[src/rtl/joystick_motor_ramp_macros.svh]
// -----------------------------------------------------------------------------
// joystick_motor_ramp_macros
// Assertion macros shared by the joystick motor ramp RTL; empty for synthesis.
// -----------------------------------------------------------------------------
`ifndef JOYSTICK_MOTOR_RAMP_MACROS_SVH
`define JOYSTICK_MOTOR_RAMP_MACROS_SVH
`ifndef SYNTHESIS
// condition that holds at every clock edge outside reset
`define JMR_ASSERT_ALW(label, clk, rst, cond) \
   label: assert property (@(posedge clk) disable iff (rst) (cond)) \
      else $error("assertion failed");
// same-cycle implication
`define JMR_ASSERT_IMP(label, clk, rst, ante, cons) \
   label: assert property (@(posedge clk) disable iff (rst) (ante) |-> (cons)) \
      else $error("assertion failed");
// next-cycle implication
`define JMR_ASSERT_NXT(label, clk, rst, ante, cons) \
   label: assert property (@(posedge clk) disable iff (rst) (ante) |=> (cons)) \
      else $error("assertion failed");
`else
`define JMR_ASSERT_ALW(label, clk, rst, cond)
`define JMR_ASSERT_IMP(label, clk, rst, ante, cons)
`define JMR_ASSERT_NXT(label, clk, rst, ante, cons)
`endif
`endif

[src/rtl/jmr_pkg.sv]
// -----------------------------------------------------------------------------
// jmr_pkg
// Widths and word types shared by the averaging pipeline and the ramp stage.
// -----------------------------------------------------------------------------
package jmr_pkg;

   localparam int ELAPSED_W = 16;
   localparam int DRIVE_W   = 12;
   localparam int DZL_W     = 13;
   localparam int DZH_W     = 12;

   localparam logic [DRIVE_W-1:0] DRIVE_MAX = 12'd4095;

   // deadzone bounds, low is two's complement
   typedef struct packed {
      logic [DZL_W-1:0] low;
      logic [DZH_W-1:0] high;
   } jmr_dz_type;

   // averaged and centred word handed to the ramp stage
   typedef struct packed {
      logic                 neg;
      logic                 pos;
      logic [DRIVE_W-1:0]   target;
      logic [ELAPSED_W-1:0] elapsed;
   } jmr_item_type;

endpackage

[src/rtl/jmr_avg.sv]
// -----------------------------------------------------------------------------
// jmr_avg
// Moving-average window in a read-first memory, running sum, reciprocal
// divide by the window length, centring, deadzone and target magnitude.
// -----------------------------------------------------------------------------
`include "joystick_motor_ramp_macros.svh"

module jmr_avg #(
   parameter int WINDOW_LEN  = 50,
   parameter int SAMPLE_BITS = 12
) (
   input  logic                           clock,
   input  logic                           reset,
   input  logic                           in_valid,
   output logic                           in_ready,
   input  logic [SAMPLE_BITS-1:0]         in_sample,
   input  logic [jmr_pkg::ELAPSED_W-1:0]  in_elapsed,
   input  jmr_pkg::jmr_dz_type            dz,
   output logic                           out_valid,
   input  logic                           out_ready,
   output jmr_pkg::jmr_item_type          out_item
);
   import jmr_pkg::*;

   localparam int SLOT_W = (WINDOW_LEN > 1) ? $clog2(WINDOW_LEN) : 1;
   localparam int SUM_W  = SAMPLE_BITS + $clog2(WINDOW_LEN);
   localparam int PROD_W = 2 * SUM_W + 1;
   localparam int REM_W  = $clog2(2 * WINDOW_LEN);
   localparam int CW     = (SAMPLE_BITS + 2 > DZL_W) ? SAMPLE_BITS + 2 : DZL_W;
   localparam longint unsigned RECIP_L = (64'd1 << SUM_W) / WINDOW_LEN;
   localparam logic [SUM_W:0] RECIP = (SUM_W + 1)'(RECIP_L);
   localparam logic [SUM_W-1:0] SUM_MAX = SUM_W'(WINDOW_LEN * ((1 << SAMPLE_BITS) - 1));
   localparam logic [SLOT_W-1:0] SLOT_LAST = SLOT_W'(WINDOW_LEN - 1);

   logic [SAMPLE_BITS-1:0] window_mem [WINDOW_LEN];
   logic [SAMPLE_BITS-1:0] rd_ff;
   logic [SLOT_W-1:0]      slot_ff, slot_in;
   logic                   wrapped_ff, wrapped_in;
   logic [SUM_W-1:0]       sum_ff, sum_in;

   logic                   p1_v_ff, p2_v_ff, p3_v_ff, p4_v_ff, p5_v_ff;
   logic                   rdy1, rdy2, rdy3, rdy4, rdy5;
   logic                   accept;

   logic [SAMPLE_BITS-1:0] p1_sample_ff;
   logic                   p1_wr_ff;
   logic [ELAPSED_W-1:0]   p1_el_ff, p2_el_ff, p3_el_ff, p4_el_ff;
   logic [SUM_W-1:0]       p2_sum_ff, p3_sum_ff;
   logic [PROD_W-1:0]      p3_prod_ff, prod_in;
   logic [SAMPLE_BITS-1:0] p4_qest_ff, qest_in, quot;
   logic [REM_W-1:0]       p4_rem_ff, rem_in;
   logic [SAMPLE_BITS-1:0] old_sample;
   jmr_item_type           p5_item_ff, item_in;

   logic signed [CW-1:0]   centred, dz_lo, dz_hi;
   logic [CW-1:0]          mag;
   logic                   in_dz;

   // ready chain, bubbles collapse
   assign rdy5     = !p5_v_ff || out_ready;
   assign rdy4     = !p4_v_ff || rdy5;
   assign rdy3     = !p3_v_ff || rdy4;
   assign rdy2     = !p2_v_ff || rdy3;
   assign rdy1     = !p1_v_ff || rdy2;
   assign in_ready = rdy1;
   assign accept   = in_valid && rdy1;

   // window memory, read-first
   always_ff @(posedge clock) begin
      if (accept) begin
         window_mem[slot_ff] <= in_sample;
         rd_ff               <= window_mem[slot_ff];
      end
   end

   always_comb begin
      slot_in    = (slot_ff == SLOT_LAST) ? '0 : slot_ff + 1'b1;
      wrapped_in = wrapped_ff || (slot_ff == SLOT_LAST);
      old_sample = p1_wr_ff ? rd_ff : '0;
      sum_in     = sum_ff - SUM_W'(old_sample) + SUM_W'(p1_sample_ff);
      prod_in    = PROD_W'(p2_sum_ff) * PROD_W'(RECIP);
      qest_in    = SAMPLE_BITS'(p3_prod_ff >> SUM_W);
      rem_in     = REM_W'(p3_sum_ff - SUM_W'(qest_in) * SUM_W'(WINDOW_LEN));
      quot       = (p4_rem_ff >= REM_W'(WINDOW_LEN)) ? p4_qest_ff + 1'b1 : p4_qest_ff;
      centred    = ($signed(CW'(quot)) - $signed(CW'(1 << (SAMPLE_BITS - 1)))) <<< 1;
      dz_lo      = CW'($signed(dz.low));
      dz_hi      = $signed(CW'(dz.high));
      in_dz      = (centred >= dz_lo) && (centred <= dz_hi);
      mag        = (centred < 0) ? CW'(-centred) : CW'(centred);
      item_in.neg     = !in_dz && (centred < 0);
      item_in.pos     = !in_dz && (centred > 0);
      item_in.elapsed = p4_el_ff;
      if (in_dz) begin
         item_in.target = '0;
      end else if (mag > CW'(DRIVE_MAX)) begin
         item_in.target = DRIVE_MAX;
      end else begin
         item_in.target = DRIVE_W'(mag);
      end
   end

   always_ff @(posedge clock) begin
      if (reset) begin
         slot_ff    <= '0;
         wrapped_ff <= 1'b0;
         sum_ff     <= '0;
         p1_v_ff    <= 1'b0;
         p2_v_ff    <= 1'b0;
         p3_v_ff    <= 1'b0;
         p4_v_ff    <= 1'b0;
         p5_v_ff    <= 1'b0;
      end else begin
         if (accept) begin
            slot_ff    <= slot_in;
            wrapped_ff <= wrapped_in;
         end
         if (p1_v_ff && rdy2) begin
            sum_ff <= sum_in;
         end
         if (rdy1) p1_v_ff <= in_valid;
         if (rdy2) p2_v_ff <= p1_v_ff;
         if (rdy3) p3_v_ff <= p2_v_ff;
         if (rdy4) p4_v_ff <= p3_v_ff;
         if (rdy5) p5_v_ff <= p4_v_ff;
      end
   end

   always_ff @(posedge clock) begin
      if (accept) begin
         p1_sample_ff <= in_sample;
         p1_el_ff     <= in_elapsed;
         p1_wr_ff     <= wrapped_ff;
      end
      if (rdy2) begin
         p2_sum_ff <= sum_in;
         p2_el_ff  <= p1_el_ff;
      end
      if (rdy3) begin
         p3_prod_ff <= prod_in;
         p3_sum_ff  <= p2_sum_ff;
         p3_el_ff   <= p2_el_ff;
      end
      if (rdy4) begin
         p4_qest_ff <= qest_in;
         p4_rem_ff  <= rem_in;
         p4_el_ff   <= p3_el_ff;
      end
      if (rdy5) begin
         p5_item_ff <= item_in;
      end
   end

   assign out_valid = p5_v_ff;
   assign out_item  = p5_item_ff;

   `JMR_ASSERT_ALW(a_slot_range, clock, reset, slot_ff <= SLOT_LAST)
   `JMR_ASSERT_ALW(a_sum_range, clock, reset, sum_ff <= SUM_MAX)
   `JMR_ASSERT_IMP(a_rem_range, clock, reset, p4_v_ff, {1'b0, p4_rem_ff} < (REM_W + 1)'(2 * WINDOW_LEN))
   `JMR_ASSERT_IMP(a_no_dir_in_dz, clock, reset, p5_v_ff && (p5_item_ff.target == '0), !p5_item_ff.neg && !p5_item_ff.pos)

endmodule

[src/rtl/joystick_motor_ramp.sv]
// -----------------------------------------------------------------------------
// joystick_motor_ramp
// Joystick axis to motor drive: moving average, deadzone, direction and a
// slew-limited drive level that steps toward the target once per interval.
//
//   port group   dir   payload                                  accept
//   req_         in    joystick_sample, elapsed_us              valid & !stall
//   rsp_         out   direction_forward, drive_duty            valid & !stall
//   csr_         in    wr_en, index, wdata (4 registers)        wr_en
//
// One word per cycle sustained while no result is stalled; a result passes the
// memory read, sum, reciprocal multiply, remainder fix, deadzone and then the
// ramp update, whose state closes on itself, on its way to the output register.
// After reset the window reads as zero through a wrap flag: no clearing pass.
// A stalled result holds in the output register; words with no result keep
// flowing past it and upstream stages fill their bubbles before req_stall.
// -----------------------------------------------------------------------------
`include "joystick_motor_ramp_macros.svh"

module joystick_motor_ramp #(
   parameter int WINDOW_LEN  = 50,
   parameter int SAMPLE_BITS = 12
) (
   input  logic                           clock,
   input  logic                           reset,
   input  logic                           req_valid,
   output logic                           req_stall,
   input  logic [SAMPLE_BITS-1:0]         req_joystick_sample,
   input  logic [jmr_pkg::ELAPSED_W-1:0]  req_elapsed_us,
   output logic                           rsp_valid,
   input  logic                           rsp_stall,
   output logic                           rsp_direction_forward,
   output logic [jmr_pkg::DRIVE_W-1:0]    rsp_drive_duty,
   input  logic                           csr_wr_en,
   input  logic [1:0]                     csr_index,
   input  logic [19:0]                    csr_wdata
);
   import jmr_pkg::*;

   localparam int STEP_W     = 12;
   localparam int INTERVAL_W = 20;
   localparam int TIME_W     = INTERVAL_W + 1;

   localparam logic [1:0] CSR_STEP_SIZE     = 2'd0;
   localparam logic [1:0] CSR_STEP_INTERVAL = 2'd1;
   localparam logic [1:0] CSR_DZ_LOW        = 2'd2;
   localparam logic [1:0] CSR_DZ_HIGH       = 2'd3;

   localparam logic [STEP_W-1:0]     STEP_RST     = 12'd40;
   localparam logic [INTERVAL_W-1:0] INTERVAL_RST = 20'd1000;
   localparam logic [DZL_W-1:0]      DZ_LOW_RST   = 13'h1FCE;
   localparam logic [DZH_W-1:0]      DZ_HIGH_RST  = 12'd150;

   logic [STEP_W-1:0]     step_ff;
   logic [INTERVAL_W-1:0] interval_ff;
   jmr_dz_type            dz_ff;

   logic                  av_valid, av_ready, av_in_ready;
   jmr_item_type          av_item;

   logic [DRIVE_W-1:0]    level_ff, level_in;
   logic                  ramp_ff, ramp_in;
   logic [TIME_W-1:0]     tss_ff, tss_in, t_add;
   logic                  heading_ff, heading_in;
   logic                  rsp_valid_ff, rsp_valid_in;
   logic                  rsp_dir_ff;
   logic [DRIVE_W-1:0]    rsp_drive_duty_ff;

   logic                  up, dn, sense_nz, step_go, done, ramp_fire, out_free;
   logic [DRIVE_W:0]      up_sum, dn_lim;

   // configuration registers
   always_ff @(posedge clock) begin
      if (reset) begin
         step_ff     <= STEP_RST;
         interval_ff <= INTERVAL_RST;
         dz_ff.low   <= DZ_LOW_RST;
         dz_ff.high  <= DZ_HIGH_RST;
      end else if (csr_wr_en) begin
         case (csr_index)
            CSR_STEP_SIZE:     step_ff     <= csr_wdata[STEP_W-1:0];
            CSR_STEP_INTERVAL: interval_ff <= csr_wdata[INTERVAL_W-1:0];
            CSR_DZ_LOW:        dz_ff.low   <= csr_wdata[DZL_W-1:0];
            CSR_DZ_HIGH:       dz_ff.high  <= csr_wdata[DZH_W-1:0];
            default: begin
            end
         endcase
      end
   end

   jmr_avg #(
      .WINDOW_LEN  (WINDOW_LEN),
      .SAMPLE_BITS (SAMPLE_BITS)
   ) u_avg (
      .clock      (clock),
      .reset      (reset),
      .in_valid   (req_valid),
      .in_ready   (av_in_ready),
      .in_sample  (req_joystick_sample),
      .in_elapsed (req_elapsed_us),
      .dz         (dz_ff),
      .out_valid  (av_valid),
      .out_ready  (av_ready),
      .out_item   (av_item)
   );

   assign req_stall = !av_in_ready;

   // ramp update
   always_comb begin
      up       = av_item.target > level_ff;
      dn       = av_item.target < level_ff;
      sense_nz = up || dn;
      out_free = !rsp_valid_ff || !rsp_stall;
      av_ready = out_free || !sense_nz;
      ramp_fire = av_valid && av_ready;

      t_add   = ramp_ff ? tss_ff + TIME_W'(av_item.elapsed) : '0;
      step_go = ramp_ff && (t_add > TIME_W'(interval_ff));
      up_sum  = {1'b0, level_ff} + {1'b0, step_ff};
      dn_lim  = {1'b0, av_item.target} + {1'b0, step_ff};
      if (up) begin
         done = up_sum >= {1'b0, av_item.target};
      end else if (dn) begin
         done = {1'b0, level_ff} <= dn_lim;
      end else begin
         done = 1'b1;
      end

      level_in = level_ff;
      ramp_in  = ramp_ff || sense_nz;
      tss_in   = t_add;
      if (step_go) begin
         tss_in = '0;
         if (done) begin
            level_in = av_item.target;
            ramp_in  = 1'b0;
         end else if (up) begin
            level_in = up_sum[DRIVE_W-1:0];
         end else begin
            level_in = level_ff - step_ff;
         end
      end

      if (av_item.neg) begin
         heading_in = 1'b1;
      end else if (av_item.pos) begin
         heading_in = 1'b0;
      end else begin
         heading_in = heading_ff;
      end

      rsp_valid_in = (ramp_fire && sense_nz) || (rsp_valid_ff && rsp_stall);
   end

   always_ff @(posedge clock) begin
      if (reset) begin
         level_ff     <= '0;
         ramp_ff      <= 1'b0;
         tss_ff       <= '0;
         heading_ff   <= 1'b0;
         rsp_valid_ff <= 1'b0;
      end else begin
         rsp_valid_ff <= rsp_valid_in;
         if (ramp_fire) begin
            level_ff   <= level_in;
            ramp_ff    <= ramp_in;
            tss_ff     <= tss_in;
            heading_ff <= heading_in;
         end
      end
   end

   always_ff @(posedge clock) begin
      if (ramp_fire && sense_nz) begin
         rsp_dir_ff        <= heading_in;
         rsp_drive_duty_ff <= level_in;
      end
   end

   assign rsp_valid             = rsp_valid_ff;
   assign rsp_direction_forward = rsp_dir_ff;
   assign rsp_drive_duty        = rsp_drive_duty_ff;

   `JMR_ASSERT_IMP(a_idle_timer, clock, reset, !ramp_ff, tss_ff == '0)
   `JMR_ASSERT_IMP(a_rsp_level, clock, reset, rsp_valid_ff, rsp_drive_duty_ff == level_ff)
   `JMR_ASSERT_NXT(a_step_clears, clock, reset, ramp_fire && step_go, tss_ff == '0)
   `JMR_ASSERT_IMP(a_result_room, clock, reset, ramp_fire && sense_nz, out_free)

endmodule

[config.mk]
export PLATFORM = sky130hd
export DESIGN_NAME = joystick_motor_ramp
export DESIGN_NICKNAME = d
export VERILOG_FILES = /design/src/rtl/jmr_pkg.sv /design/src/rtl/jmr_avg.sv /design/src/rtl/joystick_motor_ramp.sv
export VERILOG_INCLUDE_DIRS = /design/src /design/src/rtl
export SDC_FILE = /design/constraint.sdc
export NUM_CORES = 2
export LEC_CHECK = 0
export ABC_CLOCK_PERIOD_IN_PS = 5800
export CAP_MARGIN = 10
export CELL_PAD_IN_SITES_DETAIL_PLACEMENT = 1
export CELL_PAD_IN_SITES_GLOBAL_PLACEMENT = 1
export CORE_MARGIN = 1
export CORE_UTILIZATION = 48
export CTS_CLUSTER_DIAMETER = 40
export DETAILED_ROUTE_END_ITERATION = 12
export DONT_BUFFER_PORTS = 1
export GPL_TIMING_DRIVEN = 0
export PLACE_DENSITY = 0.85
export SLEW_MARGIN = 20
export SYNTH_ARGS = -nofsm -noshare
export SYNTH_HDL_FRONTEND = slang
export SYNTH_SLANG_ARGS = --single-unit
[constraint.sdc]
create_clock -name clock -period 5.8 [get_ports clock]
set_clock_uncertainty 0.05 [all_clocks]
set_input_delay 0.58 -clock clock [delete_from_list [all_inputs] [get_ports clock]]
set_output_delay 0.58 -clock clock [all_outputs]
set_load 0.02 [all_outputs]
==> metrics <==
Post-Synthesis Cells 3262; CTS H-tree depth 3; Synth warnings 0; core area 88400 um2; R2R Setup Slk 150 ps; GP Congestion 0.953; maximum VDD drop 1.18 mV; DRC 0; Congestion Overflow GR 0; I/O Buffers 0; final WL 146000 um; hold crit path type in2reg; drt pass-1 iters 6; vias in the first global route 32454; RSZ-0062 raised after global routing true; DR vias/cell 6.57; Slew Limit Headroom 0.149; worst skew pair latency 720 ps; 1st-iter DRT viols 3937; All-Layer GR Usage 0.320; clock buffer depth 3; Slew @ Worst Pin 1280 ps; Synth Flop Type edfxtp_1; Worst Hold End step_ff[4]$_SDFFE_PP0P_; status completed; critical path type reg2reg; hold path startpoint csr_wdata[4]; largest net degree at the start of global routing 52; FF+latch count, synth 909; final antenna-violating net count 0; Avg Cell Area, Syn 13.1 um2; Post-DP HPWL 91400 um; Unique masters post-synth 89; Synth area leader edfxtp_1; Final nets 3831; layout cell share with drive strength beyond 1 0.0931; initial antenna violation count 9; CP Data Required Time 6080 ps; row cnt 109; most common library cells after synthesis edfxtp_1 (786), inv_1 (317), ha_1 (263); final hold vios 0; Yosys top cell area share 0.552; final setup violation count 0; Area growth, synth to finish 14.6%; most numerous cell in the Yosys netlist edfxtp_1; Synth area leaders edfxtp_1 (55%), ha_1 (7.7%), dfxtp_1 (5.8%), fa_1 (4.1%), a22oi_1 (3.6%); fin crit share 0.974; power density over the cells 726 nW/um2; DIE AREA 90300 um2; clock-pin slew on the worst setup and hold paths 60 ps; CTS tree built; asr flop ratio synth 0; Post-synth EDFFs 786; Wirelength per Cell 31.2 um; Initial Utilization 0.484; I/O pins 70; worst hold path depth 2; Final min period 5650 ps; FILL cells 8716; Finished Cell Area 49000 um2; first-pass GRT wire length 211000 um; worst reg2reg path depth 12; dpl cell area 44500 um2; sequential area share after synthesis 0.609; reg-to-reg endpoint u_avg.window_mem[42][5]$_DFFE_PP_; CP startpoint u_avg.out_item[27]$_SDFFCE_PP0P_; Num CTS Buffers 107; Die H 301 um; Overall Power 35.6 mW; crit start category register; Max-Cap Viols 0; Util after Layout 0.555; Die W 301 um; WP data arrival 5930 ps; clock sinks 909; Root Driver clkbuf_16; CP Capture Type register; R2R Path Start u_avg.out_item[27]$_SDFFCE_PP0P_; Mapped Area 42800 um2; CP Max Fanout 50; vias 30742; Lkg Pwr 17.7 nW; f_max 177 MHz; Syn Nets 3667; Slew Viols, Final 0
-- what timing repair did --
| item | in CTS | in global routing |
|---|---|---|
| pin swaps | 0 | 4 |
| buffers inserted | 0 | 3 |
| gates resized for setup | 5 | 14 |
| setup endpoints to repair | 15 | 116 |
| hold buffers | 46 | 0 |
| hold endpoints to repair | 678 | 0 |
-- how the worst max path moves through the flow --
stage                                          to  slack [ps]  cells after the start
6_report        u_avg.window_mem[42][5]$_DFFE_PP_         150                     12
5_1_grt        u_avg.window_mem[41][10]$_DFFE_PP_        -120                     14
4_1_cts         u_avg.window_mem[46][7]$_DFFE_PP_          40                     13
3_5_place_dp       u_avg.p3_prod_ff[29]$_DFFE_PP_        -430                     16
3_3_place_gp    u_avg.window_mem[27][2]$_DFFE_PP_       -2290                     13
2_1_floorplan   u_avg.window_mem[40][0]$_DFFE_PP_         320                     12
-- per-layer routing --
| layer | GRT usage | vias to the layer above | share of wire |
|---|---|---|---|
| li1 | - | 12611 | - |
| met1 | 0.368 | 15339 | 0.35 |
| met2 | 0.533 | 2118 | 0.48 |
| met3 | 0.0883 | 664 | 0.10 |
| met4 | 0.194 | 10 | 0.068 |
| met5 | 0 | - | 0.00050 |
-- cells in the final DEF, fill, tap and decap left out, drive strengths merged, types with 26 or more instances in the layout --
| cell | Yosys | final |
|---|---|---|
| edfxtp | 786 | 786 |
| inv | 318 | 333 |
| ha | 263 | 263 |
| clkbuf | 117 | 240 |
| a22oi | 205 | 205 |
| nand2 | 192 | 192 |
| a21oi | 154 | 154 |
| nor2 | 127 | 127 |
| dfxtp | 123 | 123 |
| fa | 87 | 87 |
| o21ai | 73 | 73 |
| xnor2 | 68 | 68 |
| nand4 | 65 | 65 |
| nand3 | 48 | 48 |
| a221oi | 45 | 45 |
| buf | 24 | 44 |
| o211ai | 43 | 43 |
| a22o | 42 | 42 |
| nor3 | 41 | 41 |
| and2 | 36 | 36 |
| clkinv | 1 | 36 |
| dlygate4sd3 | 0 | 34 |
| mux2i | 32 | 32 |
| a21o | 28 | 28 |
| a31oi | 27 | 27 |
| xor2 | 26 | 26 |
-- power breakdown --
group | switching, mW | leakage [nW] | internal (mW)
Clock | 2.99 | 1.81 | 4.20
Combinational | 11.6 | 7.59 | 8.15
Sequential | 0.394 | 8.32 | 8.20
Total | 15.0 | 17.7 | 20.6
-- flip-flops by register name, indices dropped and copies added (netlist names), 16 cells and up --
name	cells
u_avg.sum_ff	18
u_avg.p2_el_ff	16
u_avg.p4_el_ff	16
tss_ff	21
u_avg.window_mem	600
dz_ff	25
u_avg.p3_el_ff	16
interval_ff	20
u_avg.p2_sum_ff	18
u_avg.out_item	30
u_avg.p1_el_ff	16
-- final cells by class --
type | instances | area [um2] | area share
clock inverter | 74 | 958 | 0.0196
buffer | 141 | 577 | 0.0118
antenna | 4 | 10.0 | 0.000204
sequential | 909 | 26100 | 0.532
timing repair buffer | 55 | 779 | 0.0159
inverter | 319 | 1200 | 0.0244
multi-input combinational | 1893 | 15200 | 0.310
clock buffer | 122 | 2780 | 0.0566
tap | 1165 | 1460 | 0.0297
-- cells by family (layout without fill, tap and decap cells) --
| kind of cell | after synthesis | count (layout) | share of synthesized area |
|---|---|---|---|
| fa+ha+maj | 350 | 350 | 0.118 |
| simple gates | 638 | 638 | 0.0743 |
| flops | 909 | 909 | 0.609 |
| xor+xnor | 94 | 94 | 0.0192 |
| other cells | 0 | 4 | 0 |
| buf+inv | 460 | 711 | 0.0412 |
| mux | 46 | 46 | 0.0114 |
| compound gates | 765 | 765 | 0.127 |
-- metrics by stage --
stage	instances	TNS [ps]	hold slack (ps)	setup WS [ps]
6_report	4682	0	2.65	151
5_1_grt	4681	-8650	9.49	-123
4_1_cts	4673	0	1.57	38.3
3_5_place_dp	4431	-1540	356	-427
3_3_place_gp	4427	-437530	353	-2290
2_1_floorplan	3262	0	350	322
-- worst max-delay path: stages (launching register included) --
cell and delay (ps):
edfxtp_1 500, ha_1 370, nand4_1 140, nor3_1 330
a21boi_2 420, nor4_1 140, inv_2 430, buf_16 240
o21ai_2 180, inv_2 190, clkbuf_4 710, nand4b_1 600
nor2_2 920
No activity file was read; power rests on OpenSTA's default activity.
